**src/sv/pcmct_pkg.sv**
```systemverilog
// Package: sizes, codes and controller/datapath handshake types for the client counter table.
package pcmct_pkg;

  localparam int CAPACITY = 128;
  localparam int LANES    = 8;
  localparam int ROWS     = (CAPACITY + LANES - 1) / LANES;
  localparam int ROW_W    = (ROWS > 1) ? $clog2(ROWS) : 1;
  localparam int LANE_W   = $clog2(LANES);
  localparam int CNT_W    = $clog2(CAPACITY + 1);

  localparam int ADDR_W   = 32;
  localparam int PORT_W   = 16;
  localparam int COUNT_W  = 32;
  localparam int ENTRY_W  = ADDR_W + PORT_W + COUNT_W;

  localparam logic KIND_MSG   = 1'b0;
  localparam logic KIND_LEAVE = 1'b1;

  typedef enum logic [2:0] {
    ST_COUNTED = 3'd0,
    ST_ADDED   = 3'd1,
    ST_FULL    = 3'd2,
    ST_REMOVED = 3'd3,
    ST_MISSED  = 3'd4
  } status_t;

  typedef enum logic [1:0] {
    S_IDLE,
    S_SCAN,
    S_DRAIN,
    S_APPLY
  } state_t;

  typedef struct packed {
    logic load;
    logic scan;
    logic apply;
  } cmd_t;

  typedef struct packed {
    logic last_row;
    logic out_busy;
  } stat_t;

endpackage

```
**src/sv/pcmct_ctrl.sv**
```systemverilog
// Controller: sequences accept, row scan, drain and table update for each item.
module pcmct_ctrl (
  input  logic            clk,
  input  logic            rst,
  input  logic            req_valid,
  output logic            req_ready,
  input  pcmct_pkg::stat_t stat,
  output pcmct_pkg::cmd_t  cmd
);
  import pcmct_pkg::*;

  state_t state, state_next;

  always_ff @(posedge clk) begin
    if (rst) begin
      state <= S_IDLE;
    end else begin
      state <= state_next;
    end
  end

  always_comb begin
    state_next = state;
    case (state)
      S_IDLE: begin
        if (req_valid) state_next = S_SCAN;
      end
      S_SCAN: begin
        if (stat.last_row) state_next = S_DRAIN;
      end
      S_DRAIN: begin
        state_next = S_APPLY;
      end
      S_APPLY: begin
        if (!stat.out_busy) state_next = S_IDLE;
      end
      default: begin
        state_next = S_IDLE;
      end
    endcase
  end

  always_comb begin
    req_ready = 1'b0;
    cmd       = '0;
    case (state)
      S_IDLE: begin
        req_ready = 1'b1;
        cmd.load  = req_valid;
      end
      S_SCAN: begin
        cmd.scan = 1'b1;
      end
      S_DRAIN: begin
      end
      S_APPLY: begin
        cmd.apply = !stat.out_busy;
      end
      default: begin
      end
    endcase
  end
endmodule

```
**config.mk**
```make
export PLATFORM = sky130hd
export DESIGN_NAME = pcmct_ctrl
export DESIGN_NICKNAME = d
export VERILOG_FILES = /design/src/sv/pcmct_pkg.sv /design/src/sv/pcmct_ctrl.sv
export SDC_FILE = /design/constraint.sdc
export NUM_CORES = 1
export LEC_CHECK = 0
export ABC_AREA = 0
export BUFFER_PORTS_ARGS = -buffer_cell sky130_fd_sc_hd__buf_2
export CAP_MARGIN = 20
export CORE_AREA = 5 5 42 44
export CTS_CLUSTER_DIAMETER = 150
export DETAILED_ROUTE_END_ITERATION = 10
export DIE_AREA = 0 0 47 49
export GPL_TIMING_DRIVEN = 0
export PLACE_DENSITY_LB_ADDON = 0.2
export SLEW_MARGIN = 15
export SYNTH_ARGS = -nofsm -noshare
export SYNTH_HDL_FRONTEND = slang
export SYNTH_SLANG_ARGS = --single-unit
```
**constraint.sdc**
```tcl
create_clock -name clk -period 1.6 [get_ports clk]
set_input_delay 0.08 -clock clk [delete_from_list [all_inputs] [get_ports clk]]
set_output_delay 0.08 -clock clk [all_outputs]
set_load 0.03 [all_outputs]
```
# [Word-level counts from Yosys, hierarchy flattened]
# Index checks and enable logic that the tools add are counted.
[totals] reg_bits=2 input_bits=5
[classes] n_eq_ne=6 mux=8 n_reduce_logical=3
[op_table] cell="$pmux W2 S4" count=1
[op_table] cell="$mux W2" count=3
[op_table] cell="$ne A2 B2 Y1 const B" count=3
[op_table] cell="$eq A2 B2 Y1 const B" count=2
[op_table] cell="$mux W1" count=4
[op_table] cell="$reduce_and A3 Y1" count=1
[op_table] cell="$eq A2 B1 Y1 const B" count=1
[op_table] cell="$logic_not A2 Y1" count=1
[op_table] cell="$logic_not A1 Y1" count=1

# [Longest topological paths before layout]
# Gate-level depths: netlist of the first run.
[depth] word_depth=3 depth_mapped=5 ltp_nobuf=5

# [Worst setup path after synthesis of the first run]
# Ideal clock, no wire load.
[synth_path] path_kind="reg2reg" start="register state[1]" end="register state[0]" setup_ns=0.086 t_arrival_ns=1.447 required_ns=1.514 slack_ns=0.067 path_stages_with_launch=6 n_path_buf=0 synth_period_minus_slack_ns=1.533 cell_sequence="dfxtp_1 > inv_1 > ha_1 > and2b_4 > or3_1 > a211oi_1"
[synth_between] elab_chain_cells=3 elab_cells_between_ends=9
[synth_lines] element="start, declared" line="pcmct_ctrl.sv:12" text="state_t state, state_next;"
[synth_lines] element="start signal, assigned" line="pcmct_ctrl.sv:18" text="state <= state_next;"
[synth_lines] element="$eq A2 B1 Y1 (tied with other cells)" line="pcmct_ctrl.sv:24" text="case (state)"
[synth_lines] element="$ne A2 B2 Y1 (no source line)"
[synth_lines] element="$reduce_and A3 Y1 (no source line)"
# Parallel ways exist; a longest one is shown, timed or not.
# A chain may end at the register's enable or synchronous reset.

# [Worst setup path in the final report of the first run]
# Same ends and word-level chain as after synthesis.

==> metrics.yaml, run 1 <==
status:
  status: "complete, no violations"
setup_path:
  rrSetupSlack_ns: 0.14
  critPathKind: "flip-flop to flip-flop"
  arrival_ns: 1.60
  critPathLaunchType: "flip-flop"
  cp.required_ns: 1.74
  cp-end-kind: "flip-flop"
  critPathMaxFanout: 4
synth:
  synth_area_um2: 180
  synthXorXnorAreaFrac: 0
  synth_edf_count: 0
  synth_cell_types: 13
  synth_top_family_by_area: "simple AND/OR/NAND/NOR gates"
  synth-compound-area-share: 0.139
  ys_seq_area_frac: 0.222
  yosys.area.top_type: "ha_1"
  synthMuxAreaShare: 0
  synth_adder_area_share: 0.278
  synth.most_common_cell: "ha_1"
  syn-instance-count: 20
  synth_seq_cells: 2
  yosys.area_share.simple: 0.299
  synthTopCellsByArea: "ha_1, dfxtp_1, and2_1, inv_1, and2b_4"
  yosysWarnings: 0
  yosysTopAreaCellShare: 0.278
  syn_area_per_cell_um2: 9.01
  async_reset_ff_frac: 0
  synth_top_flop_cell: "dfxtp_1"
  syn_nets: 29
  synth_commonest_cells: "ha_1, inv_1, and2_1, dfxtp_1"
floorplanning:
  placementRows: 14
  io_pins: 9
  initial_utilization: 0.129
  die_x_um: 47
  die_h_um: 49
  die-area_um2: 2300
  core_um2: 1400
timing:
  max_freq_mhz: 684
  rsz0062_at_grt: "false"
  setup_ws_ns: 0.137
  setup_tns_ns: 0
  period_needed_ns: 1.46
  final_hold_viol_count: 0
  finClkSkew_ns: 0.00131
  final-setup-viol-count: 0
  period_share: 0.914
  slew_headroom: 0.783
  drv_slew: 0
  tightest_slew_ns: 0.322
placement:
  io_buffers: 8
  hpwl_um: 352
  place.gp.congestion: 0.631
  pre_cts_slack_ns: 0.107
cts:
  ctsResizeCount: 0
  numCtsBuffers: 3
  cts_setup_buffers: 0
  cts.sinks: 2
  h-tree-depth: 1
  cts_root_buffer: "clkbuf_4"
  cts_hold_buf: 0
  cts_buffer_depth: 2
  cts.clk_slew.worst_paths_ns: 0.03
  cts_tree: "built"
  clk-insertion-delay-late_ns: 0.22
routing:
  firstDrtPassIters: 4
  wl_per_cell_um: 8.79
  drc_errors: 0
  viasPerCell: 3.66
  routed_wl_um: 413
  antenna_left: 0
  drtIter0Drc: 5
  num_vias: 172
min_path:
  hold_class: "primary input to flip-flop"
pwr:
  leakagePower_nw: 0.135
  ir_drop_uv: 539
  p_per_area_nw_per_um2: 1890
global_routing:
  antenna_found_initial: 0
  use_met1: 0.0438
  grt_max_degree: 5
  grt-ovfl-total: 0
  busiest_layer: "met2"
  grt_pass1_wl_um: 710
  grtUsageMet3: 0.0111
  grt_use_total: 0.0443
  grt_pass1_vias: 182
  grtUsageMet2: 0.0701
finish:
  max_flop_register: "state"
  diodes: 0
  fillers: 172
  nets: 42
  drive_above_1_share: 0.452
  largest_reg_flops: 2
  largest_registers: "state: 2 flops"
  syn_to_final_growth_pct: 48.6
run:
  drv_cap: 0
-- per-stage QoR --
stage / cell area [µm²] / hold WS [ns] / power, mW / std cells / util
3_3_place_gp: 240 / 0.276 / 0.387 / 44 / 0.171
2_1_floorplan: 180 / 0.153 / 0.322 / 20 / -
6_report: 268 / 0.0380 / 0.507 / 47 / 0.191
3_5_place_dp: 240 / 0.269 / 0.390 / 44 / 0.171
4_1_cts: 263 / 0.0300 / 0.509 / 47 / 0.188
5_1_grt: 268 / 0.0458 / 0.548 / 47 / 0.191
-- area by class of cell --
class | instances | area [µm²] | area share
Tap cell | 16 | 20.0 | 0.0748
Timing Repair Buffer | 8 | 40.0 | 0.150
Multi-Input combinational cell | 15 | 134 | 0.500
Clock buffer | 3 | 22.5 | 0.0841
Sequential cell | 2 | 40.0 | 0.150
Inverter | 3 | 11.3 | 0.0421
-- report_power, final --
part | switching [mW] | internal [mW]
Sequential | 0.0201 | 0.0737
Clock | 0.0276 | 0.0827
Combinational | 0.189 | 0.114
Total | 0.237 | 0.270
-- kinds of logic after synthesis --
kind of cell	after synthesis
AO/OA/AOI/OAI	3
adder cells (fa/ha/maj)	4
buffers and inverters	3
flip-flops	2
AND/OR/NAND/NOR	8
-- routing by layer --
metal,part of all wire,up-vias,routed length (µm)
li1,-,93,-
met1,0.33,76,138
met2,0.62,3,257
met3,0.041,0,17
met4,0,0,0
met5,0,-,0
-- cells in the final DEF, fill, tap and decap left out --
master    instances
nor4_1            1
o311ai_0          1
and2b_4           1
inv_1             3
nand2_1           1
buf_2             8
a211oi_2          1
clkbuf_4          3
and2b_2           1
and2_1            2
dfxtp_1           2
ha_1              4
o41ai_1           1
or3_1             1
nor2b_1           1
-- critical path, stage by stage, from the launching register on --
cell      delay (ns)
dfxtp_1         0.36
inv_1           0.08
ha_1            0.19
and2b_4         0.18
or3_1           0.35
a211oi_2        0.21
-- final timing paths --
kind / startpoint / endpoint / depth (start not counted)
worst max-delay path: state[1] / state[0] / 5
worst min-delay path: rst / state[0] / 2
worst max register to register: state[1] / state[0] / 5
worst min register to register: state[1] / state[1] / 2
Power figures use the tool's default switching activity.
==> run 2, diff against run 1 <==
BUFFER_PORTS_ARGS = unset   (was -buffer_cell sky130_fd_sc_hd__buf_2)
DONT_BUFFER_PORTS = 1   (was unset)
==> run 2 against run 1 <==
  * Die area unchanged
  * Wire length up 15%
  * Setup slack worse by 0.072 ns
  * Non-clock buffer count down 7
  * Clock-buffer cell count unchanged
  * Critical path depth unchanged
  * Core utilization down 0.18 points
  * Clock power about the same
  * Clock skew down 0.00067 ns
  * Largest power group unchanged
  * Flip-flop and latch count unchanged
  * Largest cell class unchanged
  * Final area down 0.93%
==> metrics.yaml, run 2 (same netlist as run 1, synthesis figures left out) <==
timing:
  rsz0062_at_grt: "false"
  final_hold_viol_count: 0  # unchanged
  drv_slew: 0  # unchanged
  period_needed_ns: 1.53  # +0.0717 ns
  finClkSkew_ns: 0.000642  # -0.000668 ns
  fin_hold_ws_ns: 0.0392  # +0.00116 ns
  max_freq_mhz: 652  # -4.7%
  setup_ws_ns: 0.0655  # -0.0717 ns
  period_share: 0.959  # +0.0448
  slew_headroom: 0.749  # -0.0336
  tightest_slew_ns: 0.373  # +0.0510 ns
  final-setup-viol-count: 0  # unchanged
cts:
  numCtsBuffers: 3  # unchanged
  cts.sinks: 2  # unchanged
  cts_tree: "built"
  clk-insertion-delay-late_ns: 0.22  # about the same
  cts_root_buffer: "clkbuf_4"
  h-tree-depth: 1  # unchanged
  cts_setup_buffers: 0  # unchanged
  cts_buffer_depth: 2  # unchanged
  cts.clk_slew.worst_paths_ns: 0.03  # about the same
pwr:
  ir_drop_uv: 709  # +31%
  leakagePower_nw: 0.108  # -20%
  p_per_area_nw_per_um2: 2130  # +12%
  finalPower_mw: 0.564  # +11%
routing:
  wl_per_cell_um: 11.9  # +35%
  viasPerCell: 3.75  # +2.5%
  antenna_left: 0  # unchanged
  firstDrtPassIters: 2  # -2
  num_vias: 150  # -13%
  routed_wl_um: 475  # +15%
  drc_errors: 0  # unchanged
  drtIter0Drc: 2  # -3
global_routing:
  antenna_found_initial: 0  # unchanged
  grt_pass1_wl_um: 690  # -2.8%
  grt-ovfl-total: 0  # unchanged
  grt_use_total: 0.0450  # +0.000703
  grt_pass1_vias: 179  # -1.6%
  grt_max_degree: 5  # unchanged
finish:
  final_area_um2: 265  # -0.93%
  mostFrequentLayoutCells: "inv_1, clkbuf_4"
  diodes: 0  # unchanged
  largest_reg_flops: 2  # unchanged
  drive_above_1_share: 0.417  # -0.0349
  largest_registers: "state: 2 flops"
  syn_to_final_growth_pct: 47.2
  seq_area_um2: 42.5  # +6.2%
  max_flop_register: "state"
  fillers: 172  # unchanged
  multiInputGateArea_um2: 159  # +19%
  nets: 35  # -17%
placement:
  place.gp.congestion: 0.615  # -2.5%
  pre_cts_slack_ns: -0.0630  # -0.170 ns
  place_area_um2: 200  # -17%
  io_buffers: 0  # -8
floorplanning:
  initial_utilization: 0.129  # unchanged
  die-area_um2: 2300  # unchanged
  die_x_um: 47  # unchanged
  core_um2: 1400  # unchanged
  io_pins: 9  # unchanged
  placementRows: 14  # unchanged
  die_h_um: 49  # unchanged
run:
  drv_cap: 0  # unchanged
setup_path:
  slowest_stage: "or3_1"
  arrival_ns: 1.67  # +0.07 ns
  critPathKind: "flip-flop to flip-flop"
  cp.required_ns: 1.73  # about the same
  critPathMaxFanout: 4  # unchanged
  path_cells: "inv_1, ha_4, and2b_4, or3_1, a211oi_2"
  cp-end-kind: "flip-flop"
  cpPeakStageDelay_ns: 0.37  # about the same
  critPathLaunchType: "flip-flop"
min_path:
  hold_class: "primary input to flip-flop"
status:
  status: "complete, no violations"
==> run 2: report_power, final <==
group	total (mW)	switching (mW)	internal (mW)
combinational	0.345	0.203	0.142
sequential	0.108	0.0288	0.0790
clock	0.111	0.0285	0.0828
total	0.564	0.260	0.304
==> run 2: layout make-up <==
cell class                      count  share of cell area
Clock buffer                        3              0.0849
Inverter                            3              0.0425
Multi-Input combinational cell     15               0.599
Sequential cell                     2               0.160
Tap cell                           16              0.0755
Timing Repair Buffer                1              0.0377
==> run 2: per-stage QoR <==
stage / util / setup TNS [ns] / cells
finish: 0.189 / 0 / 40
global route: 0.189 / 0 / 40
CTS: 0.170 / 0 / 40
detailed placement: 0.143 / -0.0630 / 36
global placement: 0.143 / -0.110 / 36
floorplan: - / 0 / 20
==> run 2: critical path, delay by kind of cell, from the launching register on <==
| family | cells | cell delay [ns] |
|---|---|---|
| AOI/OAI and AO/OA | 1 | 0.23 |
| DFF | 1 | 0.35 |
| adders and majority gates | 1 | 0.21 |
| buffers and inverters | 1 | 0.10 |
| and+or+nand+nor | 2 | 0.55 |
==> run 2: final timing paths <==
kind	from	to	slack, ns	cells past startpoint
worst min register to register	state[1]	state[1]	0.53	2
worst max register to register	state[1]	state[0]	0.07	5
worst min-delay path	rst	state[1]	0.04	3
worst max-delay path	state[1]	state[0]	0.07	5
==> run 2: layer usage <==
metal | wire length (µm) | GRT usage
met1 | 118 | 0.0328
met2 | 345 | 0.0769
met3 | 11 | 0.0111
met4 | 0 | 0.0553
met5 | 0 | 0
==> run 2: repair_timing <==
item / in CTS / in global routing
endpoints found under the setup margin: 1 / 2
cloned: 0 / 0
hold buffers: 1 / 0
hold endpoints to repair: 1 / 0
resized for setup: 2 / 5
==> run 3, diff against run 2 <==
CORE_AREA = 2 2 39 41   (was 5 5 42 44)
DIE_AREA = 0 0 41 43   (was 0 0 47 49)
==> run 3 against run 2 <==
  * Setup slack improved by 0.020 ns
  * Clock power about the same
  * Die area decreased by 23%
  * Highest routed layer unchanged
  * Combinational power decreased by 1%
  * Clock skew increased by 0.0069 ns
  * Register-to-register slack improved by 0.02 ns
  * Worst hold slack improved by 0.011 ns
  * Total power decreased by 1.5%
  * Sequential share of layout area decreased by 0.40 points
  * Sequential power about the same
  * Critical path depth unchanged
==> metrics.yaml, run 3 (same netlist as run 1, synthesis figures left out) <==
run:
  drv_cap: 0  # unchanged
routing:
  wl_per_cell_um: 9.75  # -18%
  routed_wl_um: 390  # -18%
  antenna_left: 0  # unchanged
  drtIter0Drc: 1  # -1
  firstDrtPassIters: 2  # unchanged
  drc_errors: 0  # unchanged
  num_vias: 145  # -3.3%
  viasPerCell: 3.63  # -3.3%
pwr:
  clkPwrFrac: 0.200  # +0.003
  intPower_mw: 0.301  # -0.87%
  p_switching_mw: 0.254  # -2.2%
  ir_drop_uv: 398  # -44%
  combinationalPowerShare: 0.611  # about the same
  swShare: 0.458  # -0.00326
  p_per_area_nw_per_um2: 2100  # -1.0%
  finalPower_mw: 0.555  # -1.5%
  seq_power_share: 0.189  # -0.002
  leakagePower_nw: 0.107  # -0.34%
global_routing:
  grt_max_degree: 5  # unchanged
  grt_pass1_vias: 156  # -13%
  grt-ovfl-total: 0  # unchanged
  antenna_found_initial: 0  # unchanged
  grt_pass1_wl_um: 627  # -9.1%
  grt_use_total: 0.0631  # +0.0181
floorplanning:
  placementRows: 14  # unchanged
  core_um2: 1380  # -1.2%
  die_h_um: 43  # -12%
  initial_utilization: 0.130  # +0.00163
  die-area_um2: 1760  # -23%
  die_x_um: 41  # -13%
  io_pins: 9  # unchanged
placement:
  hpwl_um: 297
  io_buffers: 0  # unchanged
  place_inst: 36  # unchanged
  place.gp.congestion: 0.620  # +0.78%
  place_area_um2: 200  # unchanged
setup_path:
  arrival_ns: 1.65  # -0.02 ns
  r2r_end: "state[0]"
  r2r-start: "state[1]"
  slowest_stage: "dfxtp_1"
  path_buf_inv: 1  # unchanged
  critPathMaxFanout: 4  # unchanged
  r2r_cells: 5  # unchanged
  cpPeakStageDelay_ns: 0.38  # about the same
  critPathLaunchType: "flip-flop"
  endpoint: "state[0]"
  cp-end-kind: "flip-flop"
  critPathKind: "flip-flop to flip-flop"
  startpoint: "state[1]"
  path_cells: "inv_2, ha_4, and2b_4, or3_1, a211oi_2"
  cp.required_ns: 1.73  # about the same
  rrSetupSlack_ns: 0.09  # +0.02 ns
  cp_num_cells: 5  # unchanged
  cp_top_family: "simple AND/OR/NAND/NOR gates"
timing:
  final_hold_viol_count: 0  # unchanged
  rsz0062_at_grt: "false"
  finClkSkew_ns: 0.00750  # +0.00686 ns
  drv_slew: 0  # unchanged
  period_share: 0.947  # -0.0124
  setup_tns_ns: 0  # unchanged
  period_needed_ns: 1.51  # -0.0199 ns
  tightest_slew_ns: 0.332  # -0.0405 ns
  max_freq_mhz: 660  # +1.3%
  final-setup-viol-count: 0  # unchanged
  slew_headroom: 0.777  # +0.0272
status:
  status: "complete, no violations"
finish:
  syn_to_final_growth_pct: 46.5
  nets: 35  # unchanged
  final_area_um2: 264  # -0.47%
  max_flop_register: "state"
  diodes: 0  # unchanged
  mostFrequentLayoutCells: "clkbuf_4, inv_1, and2_1, ha_4, ha_1"
  largest_reg_flops: 2  # unchanged
  drive_above_1_share: 0.417  # unchanged
  layout_commonest_cell: "clkbuf_4"
  post-route-util: 0.191  # +0.00149
  stdcell_count: 40  # unchanged
  largest_registers: "state: 2 flops"
cts:
  cts_buffer_depth: 2  # unchanged
  cts.sinks: 2  # unchanged
  clk-insertion-delay-late_ns: 0.22  # about the same
  cts_root_buffer: "clkbuf_4"
  numCtsBuffers: 3  # unchanged
  cts.clk_slew.worst_paths_ns: 0.03  # about the same
  h-tree-depth: 1  # unchanged
  cts_tree: "built"
  cts_setup_buffers: 0  # unchanged
min_path:
  hold_class: "primary input to flip-flop"
## run 3: worst min path at each step
stage          start  endpoint  slack (ns)  cells after the start
2_1_floorplan    rst  state[0]        0.15                      1
3_3_place_gp     rst  state[0]        0.17                      1
3_5_place_dp     rst  state[0]        0.16                      1
4_1_cts          rst  state[1]        0.04                      3
5_1_grt          rst  state[1]        0.06                      3
6_report         rst  state[1]        0.05                      3
## run 3: power groups by stage
stage	sequential (mW)	clock, mW	combinational [mW]
after detailed placement	0.0976	0	0.261
after floorplan	0.0901	0	0.232
final	0.105	0.111	0.340
after global routing	0.108	0.125	0.373
after global placement	0.0985	0	0.259
after CTS	0.0958	0.116	0.278
## run 3: metal layers
layer,track usage,routed length (µm),vias up
li1,-,-,78
met1,0.0605,189,62
met4,0.0800,0,0
met2,0.0719,173,5
met3,0.0471,28,0
met5,0,0,-
## run 3: per-stage QoR
stage	setup slack, ns	hold slack (ns)
final	0.0854	0.0505
after global routing	0.00920	0.0602
after CTS	0.0288	0.0397
after detailed placement	-0.0638	0.162
after global placement	-0.125	0.172
after floorplan	0.0673	0.153
## run 3: what timing repair did
action	in CTS	in global routing
hold buffers	1	0
resized for setup	2	5
setup endpoints to repair	1	1
hold endpoints to repair	1	0
## run 3: tightest hold or removal path, stage by stage
cell	delay, ns
inv_1	0.03
nand2_1	0.06
o41ai_1	0.06
## run 3: layout make-up
| type | instances | area, µm² |
|---|---|---|
| Inverter | 3 | 11.3 |
| Timing Repair Buffer | 1 | 10.0 |
| Clock buffer | 3 | 22.5 |
| Tap cell | 16 | 20.0 |
| Fill cell | 152 | 1120 |
| Sequential cell | 2 | 41.3 |
| Multi-Input combinational cell | 15 | 159 |
